==> config.mk <==
export PLATFORM = sky130hd
export DESIGN_NAME = ffa_ram
export DESIGN_NICKNAME = d
export VERILOG_FILES = /design/src/hdl/ffa_ram.sv
export SDC_FILE = /design/constraint.sdc
export NUM_CORES = 1
export LEC_CHECK = 0
export ABC_AREA = 1
export BUFFER_PORTS_ARGS = -buffer_cell sky130_fd_sc_hd__clkbuf_2
export CORE_AREA = 2 2 107 130
export CTS_CLUSTER_DIAMETER = 200
export CTS_CLUSTER_SIZE = 28
export DETAILED_ROUTE_END_ITERATION = 10
export DIE_AREA = 0 0 109 132
export GPL_ROUTABILITY_DRIVEN = 0
export PLACE_DENSITY = 0.57
export SYNTH_ARGS = -nofsm -noshare
export SYNTH_HDL_FRONTEND = slang
export SYNTH_SLANG_ARGS = --single-unit
==> constraint.sdc <==
create_clock -name clk -period 1.5 [get_ports clk]
set_clock_uncertainty 0.2 [all_clocks]
set_input_delay 0.15 -clock clk [delete_from_list [all_inputs] [get_ports clk]]
set_output_delay 0.15 -clock clk [all_outputs]
set_load 0.05 [all_outputs]
==> src/hdl/ffa_ram.sv <==
// Generic simple dual-port RAM: one write port, one read port, registered read.
// Read of an address written in the same cycle returns the old contents.
`default_nettype none

module ffa_ram #(
  parameter int WIDTH = 8,
  parameter int DEPTH = 16
) (
  input  wire logic                     clk,
  input  wire logic                     wr_en,
  input  wire logic [$clog2(DEPTH)-1:0] wr_addr,
  input  wire logic [WIDTH-1:0]         wr_data,
  input  wire logic [$clog2(DEPTH)-1:0] rd_addr,
  output logic      [WIDTH-1:0]         rd_data
);

  logic [WIDTH-1:0] mem [DEPTH];

  always_ff @(posedge clk) begin
    if (wr_en) begin
      mem[wr_addr] <= wr_data;
    end
    rd_data <= mem[rd_addr];
  end

endmodule

`default_nettype wire

==> out/metrics.csv <==
metric;value;unit
cts_tree;yes;
netSwitchingPower;0.002073;W
grt_pass1_vias;3741;
initial_utilization;44.14;%
pre_cts_ws;106.0;ps
route.detailed.drc;0;
yosysWarnings;0;
cp_top_family;flip-flops;
max_stage_delay;350;ps
cts.sinks;136;
cp.required;1150;ps
yosys-top-cells-area;edfxtp_1 67%, nand2_1 11%, nand3_1 8.4%;
power-per-cell-area;1264;mW/mm^2
synth_area_per_cell;10.47;sq um
crit_type;reg2out;
tightest_slew;383.9;ps
swShare;24.06;%
p_int;0.006543;W
drive_above_1_share;15.09;%
final_util;52.17;%
outcome;completed;
total_power;0.008616;W
comb_power_share;7.3;%
port_buffers;25;
hp-class;in2reg;
post_cts_buffers;0;
drtPass1Iterations;4;
dp_hpwl;8447;um
worst_slack;95.94;ps
gr-usage-all-layers;19.23;%
syn_area;0.005767;sq mm
r2r_setup_slack;320;ps
worstPathMaxFanout;1;
drt-total-wl;12670;um
io_pins;26;
finalMaxSlewViolations;0;
vias;3802;
period_needed;1404;ps
path_buf_inv;1;
max_freq;0.7122;GHz
antenna_found_initial;0;
fp-row-count;46;
ys_types;12;
final_net_count;628;
finalCritPeriodShare;93.60;%
maxCapViolations;0;
h-tree-depth;4;
antenna_left;0;
syn_inst;551;
tns;0;ps
synth_top_area_share;66.65;%
startpoint_type;flop;
p_clk_share;43.1;%
crit_slowest_cell;dfxtp_1;
avgViaCountPerCell;4.807;
syn_nets;569;
overflow;0;
cts_made_buffers;17;
die_height;132;um
finalSetupViolations;0;
dieArea;0.01439;sq mm
crit_cells;1;
clk_latency;420;ps
timing_hold_violations_final;0;
clock-root-buffer;clkbuf_16;
irDropWorstVdd;0.0006721;V
rsz0062_at_grt;no;
ys_seq_area_share;69.43;%
drt-initial-drc-count;201;
relSlewSlack;74.41;%
cp.arrival;1050;ps
syn2layout_area_growth;18.20;%
whs;9.854;ps
grt_max_degree;33;
clk_pin_slew;60;ps
wl_per_cell;16.02;um
antenna_cells;0;
cts_buffer_depth;2;
synth-seq-cells;136;
dieWidth;109;um
core;0.01307;sq mm
worstPathCellList;clkbuf_2;
synth_top_area_cell;edfxtp_1;
holdPathStages;1;
leakage;2.984;nW
seqPwrFrac;49.6;%
end_kind;output port;
grt_pass1_wl;20110;um
reg2reg_depth;6;
layout make-up:
cell class	count	area, sq um
fillers	1138	6248
flip-flops and latches	136	4004
multi-input cells	289	1214
repair buffers	64	475.5
clock buffers	17	425.4
inverters	102	382.9
well taps	168	210.2
clock inverters	15	105.1
path summary, 6_finish.rpt:
path / from / to
min: wr_data[6] / mem[7][6]
max reg2reg: mem[0][4] / rd_data[4]
max: rd_data[6] / rd_data[6]
min reg2reg: mem[12][2] / rd_data[2]
flip-flops by register name (all words and copies together), names as in the netlist:
name	flops
rd_data	8
mem	128
what timing repair did:
item	CTS	global route
endpoints found under the hold margin	25	0
endpoints found under the setup margin	0	0
hold buffers	3	0
gates resized for setup	0	0
cell usage in the layout (no fill, tap or decap):
| cell type | instances |
|---|---|
| clkbuf_2 | 25 |
| dfxtp_1 | 8 |
| clkinv_1 | 1 |
| clkinv_2 | 4 |
| dlygate4sd3_1 | 3 |
| nand3_1 | 97 |
| inv_2 | 2 |
| nand3b_1 | 2 |
| buf_12 | 4 |
| edfxtp_1 | 128 |
| nor2_1 | 17 |
| nand2_1 | 173 |
| clkbuf_16 | 17 |
| inv_1 | 100 |
| inv_6 | 3 |
| clkinv_4 | 2 |
| buf_4 | 32 |
| clkinvlp_4 | 5 |
per-stage QoR:
step | instance area (sq um) | instances
2_1_floorplan | 5767 | 551
3_3_place_gp | 6256 | 756
3_5_place_dp | 6256 | 756
4_1_cts | 6817 | 791
5_1_grt | 6817 | 791
6_report | 6817 | 791
cells by family (layout without fill, tap and decap cells):
family,Yosys count,in the layout,synth area share [%]
buffers and inverters,126,198,9.525
and+or+nand+nor,289,289,21.05
DFF,136,136,69.43
synth_stat cells, drive strengths merged:
cell type / number
nand2: 173
edfxtp: 128
inv: 102
nand3: 97
buf: 24
nor2: 17
dfxtp: 8
nand3b: 2
power by group through the flow:
stage	Clock (W)	Combinational [W]	Sequential [W]
6_report	0.00371	0.000627	0.00428
2_1_floorplan	0	0.000300	0.00444
3_3_place_gp	0	0.000617	0.00436
4_1_cts	0.00376	0.000634	0.00428
5_1_grt	0.00393	0.000697	0.00428
3_5_place_dp	0	0.000625	0.00436
metal layers:
layer	routed length [um]	GRT usage, %	vias to the layer above
met4	269	8.333	0
met5	0	0	-
met3	561	4.004	24
li1	-	-	1887
met1	5468	24.65	1800
met2	6369	31.33	91
Power figures use the tool's default switching activity.
